`src/hw/rtl/fbpa_pkg.sv`:
```
package fbpa_pkg;

   localparam int ADDR_W     = 32;
   localparam int SIZE_W     = 17;
   localparam int COUNT_W    = 11;
   localparam int CSR_IDX_W  = 2;
   localparam int CSR_DATA_W = 32;

   localparam logic [1:0] CMD_ALLOC = 2'd0;
   localparam logic [1:0] CMD_FREE  = 2'd1;
   localparam logic [1:0] CMD_QUERY = 2'd2;

   localparam logic [1:0] OP_ALLOC = 2'd0;
   localparam logic [1:0] OP_FREE  = 2'd1;
   localparam logic [1:0] OP_QUERY = 2'd2;
   localparam logic [1:0] OP_NONE  = 2'd3;

   localparam logic [2:0] ST_OK          = 3'd0;
   localparam logic [2:0] ST_EMPTY       = 3'd1;
   localparam logic [2:0] ST_NOT_OWNED   = 3'd2;
   localparam logic [2:0] ST_DOUBLE_FREE = 3'd3;
   localparam logic [2:0] ST_OVERFLOW    = 3'd4;

   localparam logic [CSR_IDX_W-1:0] CSR_POOL_BASE   = 2'd0;
   localparam logic [CSR_IDX_W-1:0] CSR_SLOT_SIZE   = 2'd1;
   localparam logic [CSR_IDX_W-1:0] CSR_SLOT_COUNT  = 2'd2;
   localparam logic [CSR_IDX_W-1:0] CSR_DFREE_CHECK = 2'd3;

   localparam logic [ADDR_W-1:0]  BASE_RESET  = 32'd0;
   localparam logic [SIZE_W-1:0]  SIZE_RESET  = 17'd8;
   localparam logic [COUNT_W-1:0] COUNT_RESET = 11'd1024;
   localparam logic [SIZE_W-1:0]  SIZE_MIN    = 17'd8;
   localparam logic [SIZE_W-1:0]  SIZE_MAX    = 17'h10000;

   typedef struct packed {
      logic [1:0]        cmd;
      logic [ADDR_W-1:0] slot_address;
   } req_payload_type;

   typedef struct packed {
      logic [ADDR_W-1:0]  granted_address;
      logic [2:0]         status;
      logic               is_owned;
      logic               out_of_memory;
      logic [COUNT_W-1:0] allocations_now;
   } rsp_payload_type;

   typedef struct packed {
      logic [1:0]        op;
      logic [ADDR_W-1:0] slot_address;
   } qent_type;

endpackage

```
`src/hw/rtl/fbpa_front.sv`:
```
module fbpa_front (
   input  logic                       clock,
   input  logic                       reset,
   input  logic                       req_valid,
   output logic                       req_ready,
   input  fbpa_pkg::req_payload_type  req_payload,
   output logic                       q_valid,
   input  logic                       q_pop,
   output fbpa_pkg::qent_type         q_head
);

   localparam int DEPTH = 2;
   localparam int PTR_W = 1;
   localparam int CNT_W = 2;

   fbpa_pkg::qent_type ent_ff [DEPTH];
   fbpa_pkg::qent_type entry_in;
   logic [PTR_W-1:0]   wr_ptr_ff, wr_ptr_in, rd_ptr_ff, rd_ptr_in;
   logic [CNT_W-1:0]   fill_ff, fill_in;
   logic               push;

   assign req_ready = fill_ff != CNT_W'(DEPTH);
   assign push      = req_valid && req_ready;
   assign q_valid   = fill_ff != '0;
   assign q_head    = ent_ff[rd_ptr_ff];

   always_comb begin
      entry_in.slot_address = req_payload.slot_address;
      case (req_payload.cmd)
         fbpa_pkg::CMD_ALLOC: entry_in.op = fbpa_pkg::OP_ALLOC;
         fbpa_pkg::CMD_FREE:  entry_in.op = fbpa_pkg::OP_FREE;
         fbpa_pkg::CMD_QUERY: entry_in.op = fbpa_pkg::OP_QUERY;
         default:             entry_in.op = fbpa_pkg::OP_NONE;
      endcase
   end

   always_comb begin
      wr_ptr_in = push ? wr_ptr_ff + PTR_W'(1) : wr_ptr_ff;
      rd_ptr_in = q_pop ? rd_ptr_ff + PTR_W'(1) : rd_ptr_ff;
      case ({push, q_pop})
         2'b10:   fill_in = fill_ff + CNT_W'(1);
         2'b01:   fill_in = fill_ff - CNT_W'(1);
         default: fill_in = fill_ff;
      endcase
   end

   always_ff @(posedge clock) begin
      if (reset) begin
         wr_ptr_ff <= '0;
         rd_ptr_ff <= '0;
         fill_ff   <= '0;
      end else begin
         wr_ptr_ff <= wr_ptr_in;
         rd_ptr_ff <= rd_ptr_in;
         fill_ff   <= fill_in;
      end
      if (push) begin
         ent_ff[wr_ptr_ff] <= entry_in;
      end
   end

endmodule

```
`config.mk`:
```
export PLATFORM = sky130hd
export DESIGN_NAME = fbpa_front
export DESIGN_NICKNAME = d
export VERILOG_FILES = /design/src/hw/rtl/fbpa_pkg.sv /design/src/hw/rtl/fbpa_front.sv
export SDC_FILE = /design/constraint.sdc
export NUM_CORES = 1
export LEC_CHECK = 0
export BUFFER_PORTS_ARGS = -buffer_cell sky130_fd_sc_hd__buf_2
export CAP_MARGIN = 20
export CORE_ASPECT_RATIO = 1.4
export CORE_UTILIZATION = 55
export DETAILED_ROUTE_END_ITERATION = 10
export PLACE_DENSITY_LB_ADDON = 0.2
export SLEW_MARGIN = 20
export SYNTH_ARGS = -nofsm -noshare
export SYNTH_HDL_FRONTEND = slang
export SYNTH_SLANG_ARGS = --single-unit
```
`constraint.sdc`:
```
create_clock -name clock -period 2.9 [get_ports clock]
set_clock_uncertainty 0.05 [all_clocks]
set_input_delay 0.29 -clock clock [delete_from_list [all_inputs] [get_ports clock]]
set_output_delay 0.29 -clock clock [all_outputs]
set_load 0.01 [all_outputs]
```
==> results.py, run 1 <==
metrics = {
    "run_status": {
        "outcome": "completed",
    },
    "floorplanning": {
        "start_util_pct": 57.9,
        "pin_count": 74,
        "die_h_um": 84.4,
        "num_rows": 29,
        "dieArea_um2": 5140,
        "die_width_um": 60.9,
        "core_um2": 4610,
    },
    "timing": {
        "finalMaxSlewViolations": 0,
        "setup_viol": 0,
        "maxSlewHeadroom_pct": 60.6,
        "hold_violations": 0,
        "rsz0062_at_grt": "false",
        "fmax_mhz": 491,
        "setup_tns_ps": 0,
        "min_period_ps": 2040,
        "max_slew.worst_pin.slew_ps": 590,
        "hold_ws_ps": 91.7,
        "finalCritPeriodShare_pct": 70.3,
    },
    "logic_synthesis": {
        "yosysUniqueCellTypes": 19,
        "ys_ff_latch": 73,
        "syn_inst": 131,
        "postSynthAreaPerCell_um2": 20.4,
        "yosysTopAreaCell": "edfxtp_1",
        "netlist.area_leader.share_pct": 76.5,
        "yosysWarnings": 0,
        "synth_area_um2": 2670,
        "yosysSeqAreaShare_pct": 80.3,
        "ys_top_cells_by_area": "edfxtp_1 (77%), mux2_2 (14%), dfxtp_1 (3.8%)",
        "synth_nets": 170,
    },
    "layout": {
        "post-route-util_pct": 71.2,
        "finalNonFillerCells": 278,
        "drive_gt1_share_pct": 58.3,
        "final_nets": 251,
        "antenna_cells": 0,
        "n_fill_cell": 327,
        "area_growth_pct": 22.9,
    },
    "place": {
        "place_inst": 263,
        "place_congestion": 0.633,
        "hpwl_mm": 2.91,
        "portBuffers": 73,
    },
    "global_routing": {
        "grt_use_total_pct": 18.7,
        "grt_pass1_vias": 1510,
        "grt_pass1_wl_mm": 6.65,
        "grt_max_degree": 35,
        "antenna_found_initial": 0,
        "gr-total-overflow": 0,
    },
    "setup_path": {
        "path_max_fanout": 30,
        "worst_ep_arrival_time_ps": 1700,
        "r2r-end": "ent_ff[0][2]",
        "cp-start-kind": "flip-flop",
        "criticalPathCategory": "flip-flop to output pin",
        "crit_end": "q_head[24]",
        "worstRegToRegCells": 4,
        "r2r-start": "fill_ff[0]",
        "crit_path_end_kind": "output pin",
        "critPathRequiredTime_ps": 2560,
        "regToRegSetupSlack_ps": 1090,
    },
    "drt": {
        "ant_nets": 0,
        "route.met2.wl_mm": 2.38,
        "wl_met3_um": 189,
        "drt-met1-wl_mm": 1.55,
        "drtIter0Drc": 53,
        "drt-pass1-iter-count": 4,
        "routedWlPerCell_um": 15.3,
        "wl_mm": 4.26,
        "via_per_inst": 5.03,
        "drc": 0,
        "via_count": 1398,
        "highest_layer": "met4",
    },
    "cts": {
        "cts_tree": "done",
        "cts_buffers": 9,
        "insertion_delay_ps": 330,
        "ctsHtreeMaxLevel": 3,
        "cts-resized-gates": 0,
        "root_buffer": "clkbuf_8",
        "post_cts_buffers": 0,
        "path_clk_slew_ps": 70,
        "clock_path_buffers": 2,
        "hold_buffers": 0,
        "cts.sink_count": 73,
    },
    "pwr": {
        "powerDensity_nw_per_um2": 692,
        "p_leak_nw": 1.24,
        "finalPower_w": 0.00227,
        "ir_drop_mv": 0.404,
    },
    "hold_path": {
        "hold_class": "input pin to flip-flop",
        "min_from": "req_payload[20]",
        "hold_depth": 1,
    },
    "job": {
        "drv_cap": 0,
    },
}
worst max-delay path, stage by stage (launching register included):
cell,delay [ps]
dfxtp_1,420
buf_4,400
mux2_2,390
buf_2,150
through the flow:
stage	setup WS (ps)	cell area, um2
floorplan	945	2670
global placement	1220	3120
detailed placement	1100	3120
CTS	834	3280
global route	794	3280
finish	862	3280
cells by family after synthesis:
| family | Yosys count | synth area share (%) |
|---|---|---|
| compound gates | 4 | 0.938 |
| xor+xnor | 3 | 0.985 |
| fa+ha+maj | 1 | 0.469 |
| buf+inv | 7 | 1.17 |
| flops | 73 | 80.3 |
| mux | 34 | 14.4 |
| simple gates | 9 | 1.78 |
state kept, by name (all words and copies together) (netlist names), named ones only:
signal and flops:
fill_ff 2, rd_ptr_ff 1, wr_ptr_ff 1, ent_ff 68
worst min-delay path by stage:
stage | end | slack [ps]
floorplan | fill_ff[1] | 310
global placement | fill_ff[1] | 420
detailed placement | ent_ff[1][12] | 430
CTS | ent_ff[0][32] | 80
global route | ent_ff[1][12] | 80
finish | ent_ff[1][20] | 90
cell usage in the layout, fill, tap and decap left out:
master and instances:
xnor2_1 2, mux2_2 34, dfxtp_1 5, nand2_1 1
clkbuf_1 1, nand3b_1 1, a21bo_2 1, buf_2 73
a21oi_1 2, buf_12 1, inv_1 1, buf_4 2
clkinv_4 1, clkbuf_8 9, ha_1 1, nand2b_1 1
xor2_1 1, nor2_1 3, or3_1 1, clkinvlp_4 2
or2_2 1, clkinv_2 2, and3_1 1, o21ai_0 1
edfxtp_1 68
synth_stat cells, drive strengths merged:
| cell | count |
|---|---|
| a21bo | 1 |
| a21oi | 2 |
| and3 | 1 |
| buf | 4 |
| clkbuf | 2 |
| dfxtp | 5 |
| edfxtp | 68 |
| ha | 1 |
| inv | 1 |
| mux2 | 34 |
| nand2 | 1 |
| nand2b | 1 |
| nand3b | 1 |
| nor2 | 3 |
| o21ai | 1 |
| or2 | 1 |
| or3 | 1 |
| xnor2 | 2 |
| xor2 | 1 |
report_power, final:
part | internal [W] | switching, W | leakage [nW]
clock | 0.000304 | 0.000341 | 0.0781
sequential | 0.00126 | 0.0000286 | 0.677
combinational | 0.000159 | 0.000176 | 0.488
total | 0.00172 | 0.000545 | 1.24
cell type report:
cell class / instances / area [um2] / share of cell area (%)
Clock buffer: 10 / 128 / 3.89
Clock inverter: 5 / 33.8 / 1.03
Inverter: 1 / 3.75 / 0.114
Multi-Input combinational cell: 51 / 494 / 15.1
Sequential cell: 73 / 2140 / 65.3
Tap cell: 62 / 77.6 / 2.37
Timing Repair Buffer: 76 / 400 / 12.2
metal layers:
layer / up-vias / track usage (%)
met3: 15 / 4.47
met1: 670 / 18.1
li1: 663 / -
met5: - / 0
met4: 0 / 12.6
met2: 50 / 33.2
No activity file was read; power rests on OpenSTA's default activity.
==> inputs of run 2 (changes only) <==
--- a/config.mk
+++ b/config.mk
@@ -5,10 +5,11 @@
 export SDC_FILE = /design/constraint.sdc
 export NUM_CORES = 1
 export LEC_CHECK = 0
+export ABC_AREA = 1
 export BUFFER_PORTS_ARGS = -buffer_cell sky130_fd_sc_hd__buf_2
 export CAP_MARGIN = 20
 export CORE_ASPECT_RATIO = 1.4
-export CORE_UTILIZATION = 55
+export CORE_UTILIZATION = 47
 export DETAILED_ROUTE_END_ITERATION = 10
 export PLACE_DENSITY_LB_ADDON = 0.2
 export SLEW_MARGIN = 20
==> constraint.sdc (replaced) <==
create_clock -name clock -period 1.65 [get_ports clock]
set_clock_uncertainty 0.05 [all_clocks]
set_input_delay 0.165 -clock clock [delete_from_list [all_inputs] [get_ports clock]]
set_output_delay 0.165 -clock clock [all_outputs]
set_load 0.01 [all_outputs]
==> results.py, run 2 <==
metrics = {
    "run_status": {
        "outcome": "completed",
    },
    "global_routing": {
        "gr-total-overflow": 0,
        "grt_use_total_pct": 17.5,
        "antenna_found_initial": 0,
        "grt_pass1_wl_mm": 7.69,
        "grt_pass1_vias": 1756,
        "grt_max_degree": 21,
    },
    "logic_synthesis": {
        "synth_mux_area_share_pct": 17.4,
        "yosysUniqueCellTypes": 17,
        "ys_ff_latch": 73,
        "synth_area_um2": 2850,
        "syn_inst": 141,
        "yosysTopAreaCell": "edfxtp_1",
        "synthFlopType": "edfxtp_1",
        "netlist.area_leader.share_pct": 71.7,
        "async_flop_share_pct": 0,
        "postSynthAreaPerCell_um2": 20.2,
        "synth.most_common_cell": "edfxtp_1",
        "synth_edf_count": 68,
        "synth_nets": 180,
        "yosysWarnings": 0,
        "synth_top_family_by_area": "multiplexers",
        "synth_fa_ha_area_share_pct": 0.439,
        "synth_xor_area_share_pct": 0.308,
        "yosysSeqAreaShare_pct": 75.2,
        "synth_compound_area_share_pct": 0.703,
        "yosys-top-cells-count": "edfxtp_1 (68), mux2_4 (30), nor2_1 (9)",
        "synth-simple-area-share_pct": 2.50,
        "ys_top_cells_by_area": "edfxtp_1 (72%), mux2_4 (16%), dfxtp_1 (3.5%)",
    },
    "drt": {
        "ant_nets": 0,
        "wl_mm": 5.02,
        "via_count": 1624,
        "routedWlPerCell_um": 15.0,
        "route.met2.wl_mm": 2.80,
        "drt-met1-wl_mm": 1.78,
        "drc": 0,
        "highest_layer": "met4",
        "via_per_inst": 4.85,
        "drtIter0Drc": 76,
        "wl_met3_um": 273,
        "drt-pass1-iter-count": 4,
    },
    "hold_path": {
        "hold_class": "input pin to flip-flop",
    },
    "layout": {
        "layout_commonest_cell": "buf_2",
        "final_cell_mix": "buf_2 (73), edfxtp_1 (68), dlygate4sd3_1 (35), mux2_4 (30), clkbuf_8 (9)",
        "post-route-util_pct": 65.8,
        "final_nets": 299,
        "largest_reg_flops": 68,
        "drive_gt1_share_pct": 49.8,
        "n_fill_cell": 439,
        "antenna_cells": 0,
        "regMostFlops": "ent_ff",
        "finalNonFillerCells": 335,
        "area_growth_pct": 35.5,
        "reg.largest.list": "ent_ff x68, fill_ff x2",
    },
    "floorplanning": {
        "start_util_pct": 48.6,
        "core_um2": 5860,
        "die_h_um": 94.1,
        "die_width_um": 67.8,
        "pin_count": 74,
        "dieArea_um2": 6380,
        "num_rows": 33,
    },
    "setup_path": {
        "cp-start-kind": "flip-flop",
        "crit_path_end_kind": "output pin",
        "worst_ep_arrival_time_ps": 1380,
        "path_max_fanout": 17,
        "criticalPathCategory": "flip-flop to output pin",
        "critPathRequiredTime_ps": 1430,
    },
    "pwr": {
        "p_int_w": 0.00325,
        "pwr-share-comb_pct": 16.5,
        "ir_drop_mv": 0.854,
        "seqPwrFrac_pct": 53.0,
        "powerDensity_nw_per_um2": 1090,
        "power.share.clock_pct": 30.5,
        "finalPower_w": 0.00421,
        "netSwitchingPower_w": 0.000968,
        "p_sw_share_pct": 23.0,
        "p_leak_nw": 1.56,
    },
    "timing": {
        "fmax_mhz": 628,
        "setup_viol": 0,
        "rsz0062_at_grt": "false",
        "maxSlewHeadroom_pct": 82.8,
        "hold_ws_ps": 67.6,
        "fin_ws_ps": 58.4,
        "hold_violations": 0,
        "min_period_ps": 1590,
        "finalCritPeriodShare_pct": 96.5,
        "finalMaxSlewViolations": 0,
        "max_slew.worst_pin.slew_ps": 258,
    },
    "place": {
        "place_inst": 284,
        "place_congestion": 0.679,
        "portBuffers": 73,
        "hpwl_mm": 3.28,
        "pre_cts_ws_ps": 124,
    },
    "cts": {
        "cts_buffers": 9,
        "post_cts_buffers": 0,
        "insertion_delay_ps": 330,
        "clock_path_buffers": 2,
        "cts.sink_count": 73,
        "path_clk_slew_ps": 70,
        "root_buffer": "clkbuf_8",
        "cts_tree": "done",
        "ctsHtreeMaxLevel": 3,
    },
    "job": {
        "drv_cap": 0,
    },
}
==> run 2: cells by family after synthesis <==
kind of cell	Yosys count
flops	73
mux	34
simple gates	17
buf+inv	11
compound gates	4
xor+xnor	1
fa+ha+maj	1
==> run 2: final timing paths <==
| kind | start | to | slack, ps | cells after the start |
|---|---|---|---|---|
| min | q_pop | rd_ptr_ff | 70 | 3 |
| max | flip-flop | q_head[24] | 60 | 3 |
| min reg2reg | rd_ptr_ff | rd_ptr_ff | 470 | 2 |
| max reg2reg | fill_ff[0] | fill_ff[1] | 70 | 9 |
==> run 2: cell type report <==
type | count | area, um2 | share of cell area, %
Sequential cell | 73 | 2150 | 55.6
Timing Repair Buffer | 114 | 798 | 20.7
Multi-Input combinational cell | 57 | 623 | 16.1
Clock buffer | 9 | 124 | 3.21
Tap cell | 70 | 87.6 | 2.27
Clock inverter | 7 | 61.3 | 1.59
Inverter | 5 | 18.8 | 0.486
==> run 2: per-layer routing <==
metal	up-vias	GRT usage [%]
li1	767	-
met1	779	17.2
met2	63	30.4
met3	15	6.55
met4	0	9.90
met5	-	0
==> run 2: per-stage QoR <==
step	cell area, um2	setup TNS, ps
3_3_place_gp	3320	0
6_report	3860	0
4_1_cts	3860	0
3_5_place_dp	3320	0
5_1_grt	3860	0
2_1_floorplan	2850	-24330
==> run 2: critical path, stage by stage, from the launching register on <==
cell and delay, ps:
dfxtp_4 370, buf_12 170, mux2_2 350, buf_2 140
==> run 2: timing repair <==
action / in CTS / in global routing
endpoints found under the hold margin: 70 / 0
hold buffers: 35 / 0
gates resized for setup: 0 / 1
endpoints found under the setup margin: 0 / 4
==> run 2: power by group through the flow <==
stage / Sequential, W / Clock [W] / Combinational, W
finish: 0.00223 / 0.00128 / 0.000695
detailed placement: 0.00228 / 0 / 0.000633
CTS: 0.00224 / 0.00132 / 0.000700
floorplan: 0.00226 / 0 / 0.000414
global placement: 0.00227 / 0 / 0.000616
global route: 0.00224 / 0.00139 / 0.000753
